[config.mk]
export PLATFORM = sky130hd
export DESIGN_NAME = velocity_command_line_parser
export DESIGN_NICKNAME = d
export VERILOG_FILES = /design/src/rtl/vcl_pkg.sv /design/src/rtl/vcl_parser.sv /design/src/rtl/vcl_result.sv /design/src/rtl/velocity_command_line_parser.sv
export SDC_FILE = /design/constraint.sdc
export NUM_CORES = 1
export LEC_CHECK = 0
export BUFFER_PORTS_ARGS = -buffer_cell sky130_fd_sc_hd__buf_2
export CAP_MARGIN = 20
export CORE_ASPECT_RATIO = 0.6
export CORE_MARGIN = 2
export CORE_UTILIZATION = 28
export CTS_BUF_LIST = sky130_fd_sc_hd__clkbuf_4 sky130_fd_sc_hd__clkbuf_8
export DETAILED_ROUTE_END_ITERATION = 12
export GPL_TIMING_DRIVEN = 0
export SKIP_CTS_REPAIR_TIMING = 1
export SLEW_MARGIN = 5
export SYNTH_ARGS = -nofsm -noshare
export SYNTH_HDL_FRONTEND = slang
export SYNTH_SLANG_ARGS = --single-unit
[constraint.sdc]
create_clock -name clock -period 10 [get_ports clock]
set_input_delay 0.5 -clock clock [delete_from_list [all_inputs] [get_ports clock]]
set_output_delay 0.5 -clock clock [all_outputs]
set_load 0.03 [all_outputs]
[src/rtl/vcl_pkg.sv]
// shared constants and types for the velocity command line parser
`timescale 1ns / 1ps
`default_nettype none

package vcl_pkg;

   // line buffer limit: a line restarts when it reaches LINE_CAP - 1 bytes
   localparam int LINE_CAP = 64;
   localparam int LEN_W    = $clog2(LINE_CAP);
   localparam int SPEED_W  = 16;

   // parsed command handed from the parser to the result stage
   typedef struct packed {
      logic               valid;
      logic [SPEED_W-1:0] linear;
      logic [SPEED_W-1:0] angular;
   } cmd_type;

endpackage

`default_nettype wire

[src/rtl/vcl_parser.sv]
// per-byte parse state machine for V:<int>,W:<int> command lines
`timescale 1ns / 1ps
`default_nettype none

module vcl_parser
   import vcl_pkg::*;
(
   input  wire logic       clock,
   input  wire logic       reset,
   input  wire logic       byte_valid,
   input  wire logic [7:0] rx_byte,
   output cmd_type         cmd
);

   typedef enum logic [3:0] {
      PH_V    = 4'd0,
      PH_C1   = 4'd1,
      PH_VWS  = 4'd2,
      PH_VNUM = 4'd3,
      PH_W    = 4'd4,
      PH_C2   = 4'd5,
      PH_WWS  = 4'd6,
      PH_WNUM = 4'd7,
      PH_DONE = 4'd8,
      PH_FAIL = 4'd9
   } phase_type;

   localparam logic [7:0] CH_V     = 8'h56;
   localparam logic [7:0] CH_W     = 8'h57;
   localparam logic [7:0] CH_COLON = 8'h3a;
   localparam logic [7:0] CH_COMMA = 8'h2c;
   localparam logic [7:0] CH_PLUS  = 8'h2b;
   localparam logic [7:0] CH_MINUS = 8'h2d;
   localparam logic [7:0] CH_ZERO  = 8'h30;
   localparam logic [7:0] CH_NINE  = 8'h39;
   localparam logic [7:0] CH_SPACE = 8'h20;
   localparam logic [7:0] CH_TAB   = 8'h09;
   localparam logic [7:0] CH_VT    = 8'h0b;
   localparam logic [7:0] CH_FF    = 8'h0c;
   localparam logic [7:0] CH_LF    = 8'h0a;
   localparam logic [7:0] CH_CR    = 8'h0d;
   localparam logic [16:0] MAG_SAT = 17'd32768;

   phase_type          phase_ff, phase_in;
   logic [LEN_W-1:0]   len_ff, len_in, len_next;
   logic               neg_ff, neg_in;
   logic               digit_ff, digit_in;
   logic [SPEED_W-1:0] linear_ff, linear_in;
   logic [SPEED_W-1:0] angular_ff, angular_in;
   logic [16:0]        acc_ff, acc_in;
   logic               is_term, is_space, is_digit, is_sign;

   function automatic logic [16:0] add_digit(input logic [16:0] acc, input logic [3:0] dig);
      logic [20:0] m;
      m = {1'b0, acc, 3'b000} + {3'b000, acc, 1'b0} + {17'd0, dig};
      add_digit = (m > {4'd0, MAG_SAT}) ? MAG_SAT : m[16:0];
   endfunction

   // two's complement value of the number read so far, clamped on the positive side
   function automatic logic [SPEED_W-1:0] number_value(input logic neg, input logic [16:0] acc);
      logic [15:0] d;
      d = 16'd0 - acc[15:0];
      if (neg) begin
         number_value = d;
      end else begin
         number_value = (acc > 17'd32767) ? 16'h7fff : acc[15:0];
      end
   endfunction

   assign is_term  = (rx_byte == CH_LF) || (rx_byte == CH_CR);
   assign is_space = (rx_byte == CH_SPACE) || (rx_byte == CH_TAB) ||
                     (rx_byte == CH_VT) || (rx_byte == CH_FF);
   assign is_digit = (rx_byte >= CH_ZERO) && (rx_byte <= CH_NINE);
   assign is_sign  = (rx_byte == CH_PLUS) || (rx_byte == CH_MINUS);
   assign len_next = len_ff + LEN_W'(1);

   always_comb begin
      phase_in   = phase_ff;
      len_in     = len_ff;
      neg_in     = neg_ff;
      digit_in   = digit_ff;
      linear_in  = linear_ff;
      angular_in = angular_ff;
      acc_in     = acc_ff;
      cmd        = '0;
      if (byte_valid) begin
         if (is_term) begin
            if (len_ff != '0) begin
               cmd.valid   = (phase_ff == PH_DONE);
               cmd.linear  = linear_ff;
               cmd.angular = angular_ff;
               // a terminator right after W digits closes the number
               if (phase_ff == PH_WNUM && digit_ff) begin
                  cmd.valid   = 1'b1;
                  cmd.angular = number_value(neg_ff, acc_ff);
               end
               phase_in   = PH_V;
               len_in     = '0;
               neg_in     = 1'b0;
               digit_in   = 1'b0;
               linear_in  = '0;
               angular_in = '0;
               acc_in     = '0;
            end
         end else begin
            unique case (phase_ff)
               PH_V:  phase_in = (rx_byte == CH_V) ? PH_C1 : PH_FAIL;
               PH_C1: phase_in = (rx_byte == CH_COLON) ? PH_VWS : PH_FAIL;
               PH_W:  phase_in = (rx_byte == CH_W) ? PH_C2 : PH_FAIL;
               PH_C2: phase_in = (rx_byte == CH_COLON) ? PH_WWS : PH_FAIL;
               PH_VWS, PH_WWS: begin
                  neg_in   = 1'b0;
                  digit_in = 1'b0;
                  acc_in   = '0;
                  if (is_space) begin
                     phase_in = phase_ff;
                  end else if (is_sign) begin
                     neg_in   = (rx_byte == CH_MINUS);
                     phase_in = (phase_ff == PH_VWS) ? PH_VNUM : PH_WNUM;
                  end else if (is_digit) begin
                     acc_in   = add_digit('0, rx_byte[3:0]);
                     digit_in = 1'b1;
                     phase_in = (phase_ff == PH_VWS) ? PH_VNUM : PH_WNUM;
                  end else begin
                     phase_in = PH_FAIL;
                  end
               end
               PH_VNUM: begin
                  if (is_digit) begin
                     acc_in   = add_digit(acc_ff, rx_byte[3:0]);
                     digit_in = 1'b1;
                  end else if (digit_ff && rx_byte == CH_COMMA) begin
                     linear_in = number_value(neg_ff, acc_ff);
                     phase_in  = PH_W;
                  end else begin
                     phase_in = PH_FAIL;
                  end
               end
               PH_WNUM: begin
                  if (is_digit) begin
                     acc_in   = add_digit(acc_ff, rx_byte[3:0]);
                     digit_in = 1'b1;
                  end else if (digit_ff) begin
                     angular_in = number_value(neg_ff, acc_ff);
                     phase_in   = PH_DONE;
                  end else begin
                     phase_in = PH_FAIL;
                  end
               end
               PH_DONE: phase_in = PH_DONE;
               default: phase_in = PH_FAIL;
            endcase
            // overlong line drops everything read so far
            if (len_next >= LEN_W'(LINE_CAP - 1)) begin
               phase_in   = PH_V;
               len_in     = '0;
               neg_in     = 1'b0;
               digit_in   = 1'b0;
               linear_in  = '0;
               angular_in = '0;
               acc_in     = '0;
            end else begin
               len_in = len_next;
            end
         end
      end
   end

   always_ff @(posedge clock) begin
      if (reset) begin
         phase_ff   <= PH_V;
         len_ff     <= '0;
         neg_ff     <= 1'b0;
         digit_ff   <= 1'b0;
         linear_ff  <= '0;
         angular_ff <= '0;
         acc_ff     <= '0;
      end else begin
         phase_ff   <= phase_in;
         len_ff     <= len_in;
         neg_ff     <= neg_in;
         digit_ff   <= digit_in;
         linear_ff  <= linear_in;
         angular_ff <= angular_in;
         acc_ff     <= acc_in;
      end
   end

endmodule

`default_nettype wire

[src/rtl/vcl_result.sv]
// wheel speed mix and result register
`timescale 1ns / 1ps
`default_nettype none

module vcl_result
   import vcl_pkg::*;
(
   input  wire logic                 clock,
   input  wire logic                 reset,
   input  wire cmd_type              cmd,
   input  wire logic                 take,
   output logic                      out_valid,
   output logic [SPEED_W-1:0]        left_wheel,
   output logic [SPEED_W-1:0]        right_wheel
);

   logic               valid_ff, valid_in;
   logic [SPEED_W-1:0] left_ff, right_ff;
   logic [SPEED_W:0]   w_adj;
   logic [SPEED_W-1:0] half;

   // w / 2 rounded toward zero: add one before the shift when negative
   assign w_adj = {cmd.angular[SPEED_W-1], cmd.angular} +
                  {{SPEED_W{1'b0}}, cmd.angular[SPEED_W-1]};
   assign half  = w_adj[SPEED_W:1];

   always_comb begin
      valid_in = valid_ff;
      if (take) begin
         valid_in = 1'b0;
      end
      if (cmd.valid) begin
         valid_in = 1'b1;
      end
   end

   always_ff @(posedge clock) begin
      if (reset) begin
         valid_ff <= 1'b0;
      end else begin
         valid_ff <= valid_in;
      end
   end

   always_ff @(posedge clock) begin
      if (cmd.valid) begin
         left_ff  <= cmd.linear - half;
         right_ff <= cmd.linear + half;
      end
   end

   assign out_valid   = valid_ff;
   assign left_wheel  = left_ff;
   assign right_wheel = right_ff;

endmodule

`default_nettype wire

[src/rtl/velocity_command_line_parser.sv]
// top level: byte input register, command parser and speed result register
//
// channel  direction  tdata bits                               tuser/tlast
// req_     in         [7:0] rx_byte                            none
// rsp_     out        [15:0] left_wheel, [31:16] right_wheel   none
//
// one byte per cycle sustained while results are taken; rsp_tvalid follows the req transfer
// (input register, then parser and mix into the result register)
// a byte that completes a good line yields one rsp transfer, other bytes none
// synchronous active-high reset returns the parser to the start of a line
// a held result only blocks the input register; one more byte waits there
`timescale 1ns / 1ps
`default_nettype none

module velocity_command_line_parser
   import vcl_pkg::*;
(
   input  wire logic        clock,
   input  wire logic        reset,
   input  wire logic        req_tvalid,
   output logic             req_tready,
   input  wire logic [7:0]  req_tdata,   // [7:0] rx_byte
   output logic             rsp_tvalid,
   input  wire logic        rsp_tready,
   output logic [31:0]      rsp_tdata    // [15:0] left_wheel, [31:16] right_wheel
);

   logic               in_valid_ff, in_valid_in;
   logic [7:0]         in_byte_ff;
   logic               advance;
   cmd_type            cmd;
   logic [SPEED_W-1:0] left_wheel, right_wheel;

   // the parser consumes the held byte once the result slot is free or draining
   assign advance     = in_valid_ff && (!rsp_tvalid || rsp_tready);
   assign req_tready  = !in_valid_ff || advance;
   assign in_valid_in = (req_tvalid && req_tready) || (in_valid_ff && !advance);

   always_ff @(posedge clock) begin
      if (reset) begin
         in_valid_ff <= 1'b0;
      end else begin
         in_valid_ff <= in_valid_in;
      end
   end

   always_ff @(posedge clock) begin
      if (req_tvalid && req_tready) begin
         in_byte_ff <= req_tdata;
      end
   end

   vcl_parser u_parser (
      .clock      (clock),
      .reset      (reset),
      .byte_valid (advance),
      .rx_byte    (in_byte_ff),
      .cmd        (cmd)
   );

   vcl_result u_result (
      .clock       (clock),
      .reset       (reset),
      .cmd         (cmd),
      .take        (rsp_tready),
      .out_valid   (rsp_tvalid),
      .left_wheel  (left_wheel),
      .right_wheel (right_wheel)
   );

   assign rsp_tdata = {right_wheel, left_wheel};

   // a finished command only appears while a byte is being consumed
   assert property (@(posedge clock) disable iff (reset) cmd.valid |-> advance)
      else $error("command produced without a consumed byte");

   // a finished command reaches the result register on the next edge
   assert property (@(posedge clock) disable iff (reset) cmd.valid |=> rsp_tvalid)
      else $error("command lost before the result register");

   // an empty input register always takes a transfer
   assert property (@(posedge clock) disable iff (reset) !in_valid_ff |-> req_tready)
      else $error("input stalled while empty");

   // a held result that is not taken keeps the parser still
   assert property (@(posedge clock) disable iff (reset)
      (rsp_tvalid && !rsp_tready) |-> !advance)
      else $error("parser advanced over a pending result");

endmodule

`default_nettype wire

==> results by group <==
STA
  • Final worst path period share: 64.39%
  • Final TNS setup: 0 ns
  • Final min period: 6.439 ns
  • Fmax: roughly 160 MHz
  • Final Hold Fails: 0
  • Unrepaired setup endpoints after global routing: false
  • Slew Limit Fails: 0
  • Clock skew: approximately 0.018 ns
  • Worst-Margin Slew: 1.087 ns
  • # setup viols final: 0
  • Max-slew headroom: 27.28%

Logic synthesis
  • Synthesized netlist cell count: between 900 and 1,000
  • Yosys top cell area share: 15.76%
  • Mean Syn Cell Area: 8.457 um2
  • Yosys top cell by area: dfxtp_1
  • Main flop type after synthesis: dfxtp_1
  • Synth warn: 0
  • Seq/Total Area, Yosys: slightly above 30%
  • Mapped cell area: ~8000 um2
  • Top-count cell post-synth: nor2_1
  • Net count after synthesis: 1,031
  • Number of enable flip-flop cells after synthesis: 39
  • #FFs+latches synth: slightly above 100
  • Synth unique cells: between 70 and 80
  • Async set-reset flop share out of synthesis: 0%
  • Commonest cells post-synth: nor2_1, ha_1, dfxtp_1
  • Top cells by area, synth: dfxtp_1, edfxtp_1, ha_1

Layout
  • Antenna diodes: 0
  • Area grow syn2layout: 11.79%
  • # nets final: roughly 1,100
  • Share of cells above drive strength 1: just over 8%

Detailed routing
  • Post-Route WL: between 20,000 and 25,000 um
  • Vias: 7,244
  • Antenna-violating nets left: 0
  • Drt pass-1 iters: 9
  • # DRC: 0
  • Via density: approximately 5.3
  • WL/cell: roughly 16 um
  • DR iter-0 viols: between 700 and 800

Floorplanning
  • Standard-cell row count: 47
  • Die Area: 29,980 um2
  • Num ports: 46
  • Die Ht: 134.9 um
  • Core Box Area: 27,820 um2
  • Chip width: 222.2 um
  • Initial Utilization: between 20% and 30%

Hold path
  • Worst hold endpoint: in_byte_ff[4]
  • Min-delay worst type: input pin to register
  • Hold_sp: req_tdata[4]
  • Hold Path Cell Cnt: 1

Critical path
  • Cell Chain, Critical Path: clkbuf_1 > or4_1 > nor4_1 > xnor2_1 > and3_1 > a21oi_1 > nand2b_1 > nor2_1 > ha_1 > ha_1 > fa_1 > a21o_1 > a21oi_1 > nor2_1 > o21a_1 > o311ai_0 > nand4_1 > a41oi_1 > o21bai_1 > xnor2_1
  • R2r worst-path depth: 20
  • Arr. time, crit path: 6.60 ns
  • Worst R2R Setup Slack: about 3.6 ns
  • Worst setup EP type: register
  • Max FO, Critical Path: 8
  • Worst path buffer plus inverter count: 1
  • Setup crit start kind: register
  • R2r endpoint: u_result.right_wheel[14]
  • Reg2reg start: u_parser.acc_ff[0]
  • Critical path class: register to register
  • Slowest-stage cell, CP: a21oi_1
  • Critical path required time: roughly 10 ns
  • Crit path largest cell delay: between 0.6 and 0.7 ns
  • CP delay by family, top: compound AO/OA/AOI/OAI gates

Global routing
  • Initial antenna violation count: 0
  • Tot GR Track Use: around 15%
  • Grt ovf: 0
  • Number of global-route vias before repair: 6,704
  • First-pass GRT wire length: about 36,000 um
  • Largest net degree at the start of global routing: 25

Clocking
  • Worst-skew pair later-pin latency: 0.42 ns
  • CTS tree: yes
  • Clk slew on worst S/H paths: 0.10 ns
  • Total CTS buffers: 9
  • Root buffer cell: clkbuf_8
  • # H-tree levels: 3
  • Longest Clk Path Bufs: 2
  • CTS sink cnt: 102

Placed design
  • RePlAce Congestion: 0.9178
  • DP HPWL: around 18,000 um
  • Buffers on Ports: between 40 and 50

Power and ir drop
  • Cell Pwr Density: between 80 and 90 nW/um2
  • Largest vdd supply drop: approximately 0.056 mV
  • Pwr Total: around 0.76 mW
  • Leak pwr: 3.699 nW

Flow run
  • Maximum capacitance violations: 0

Status
  • Outcome: finished clean
-- registers in the layout, indices dropped and copies added, names as in the netlist, 4 cells and up --
register and cells:
u_parser.len_ff 6, u_parser.acc_ff 17, u_parser.angular_ff 16, u_parser.phase_ff 4, u_result.right_wheel 15, in_byte_ff 8
u_parser.linear_ff 16, u_result.left_wheel 16
-- worst reg2reg max path, cell delays in order (launching register included) --
cell and delay, ns:
dfxtp_1 0.37, clkbuf_1 0.24, or4_1 0.67, nor4_1 0.36, xnor2_1 0.20, and3_1 0.27, a21oi_1 0.68, nand2b_1 0.24
nor2_1 0.06, ha_1 0.36, ha_1 0.25, fa_1 0.42, a21o_1 0.18, a21oi_1 0.24, nor2_1 0.07, o21a_1 0.21
o311ai_0 0.57, nand4_1 0.24, a41oi_1 0.34, o21bai_1 0.12, xnor2_1 0.13
-- power breakdown --
part           internal (mW)  total, mW  switching, mW
Combinational         0.0105     0.0329         0.0223
Sequential             0.432      0.437        0.00429
Clock                  0.133      0.291          0.158
Total                  0.576      0.761          0.184
-- cells by family after synthesis --
logic type / share of synthesized area [%]
flip-flops: 30.40
AND/OR/NAND/NOR: 21.96
multiplexers: 5.083
adder cells (fa/ha/maj): 11.79
AO/OA/AOI/OAI: 19.44
XOR/XNOR: 6.678
buffers and inverters: 4.645
-- cell usage in the layout, fill, tap and decap left out, drive strengths merged, types with 14 or more instances in the layout --
cell	instances
nor2	113
ha	69
dfxtp	63
nand2	59
clkbuf	57
a21oi	56
buf	55
inv	43
o21ai	43
xnor2	42
edfxtp	39
mux2i	35
nor3	26
and2	23
xor2	19
nand3	18
a21o	15
nand2b	14
a211oi	14
-- layout make-up --
class	count	area (um2)
multi-input combinational	749	5207
tap	367	459.2
sequential	102	2432
buffer	53	214.0
inverter	42	157.7
clock buffer	12	158.9
timing repair buffer	47	260.3
fill	2922	18870
clock inverter	4	53.80
-- per-layer routing --
layer / vias up / wire length, um / global-route usage [%]
li1: 3550 / - / -
met1: 3433 / 12510 / 24.69
met2: 246 / 7723 / 18.70
met3: 15 / 2127 / 5.091
met4: 0 / 199 / 3.303
met5: - / 0 / 0
-- through the flow --
stage	utilization [%]	setup WS, ns	cell area (um2)	hold WS [ns]	instances
2_1_floorplan	-	5.149	8000	0.4515	946
3_3_place_gp	31.22	3.714	8685	0.4664	1358
3_5_place_dp	31.36	3.707	8723	0.4746	1359
4_1_cts	32.13	3.671	8936	0.2373	1375
5_1_grt	32.15	3.165	8944	0.2456	1376
6_report	32.15	3.561	8944	0.2615	1376
-- worst max-delay path by stage --
stage | to | slack, ns | start | cells after the start
floorplan | u_result.right_wheel[14] | 5.15 | u_parser.acc_ff[0] | 20
global placement | u_result.right_wheel[14] | 3.71 | u_parser.acc_ff[0] | 20
detailed placement | u_result.right_wheel[14] | 3.71 | u_parser.acc_ff[0] | 20
CTS | u_result.right_wheel[14] | 3.67 | u_parser.acc_ff[0] | 20
global route | u_result.right_wheel[15] | 3.16 | u_parser.acc_ff[0] | 22
finish | u_result.right_wheel[14] | 3.56 | u_parser.acc_ff[0] | 20
Power figures use the tool's default switching activity.
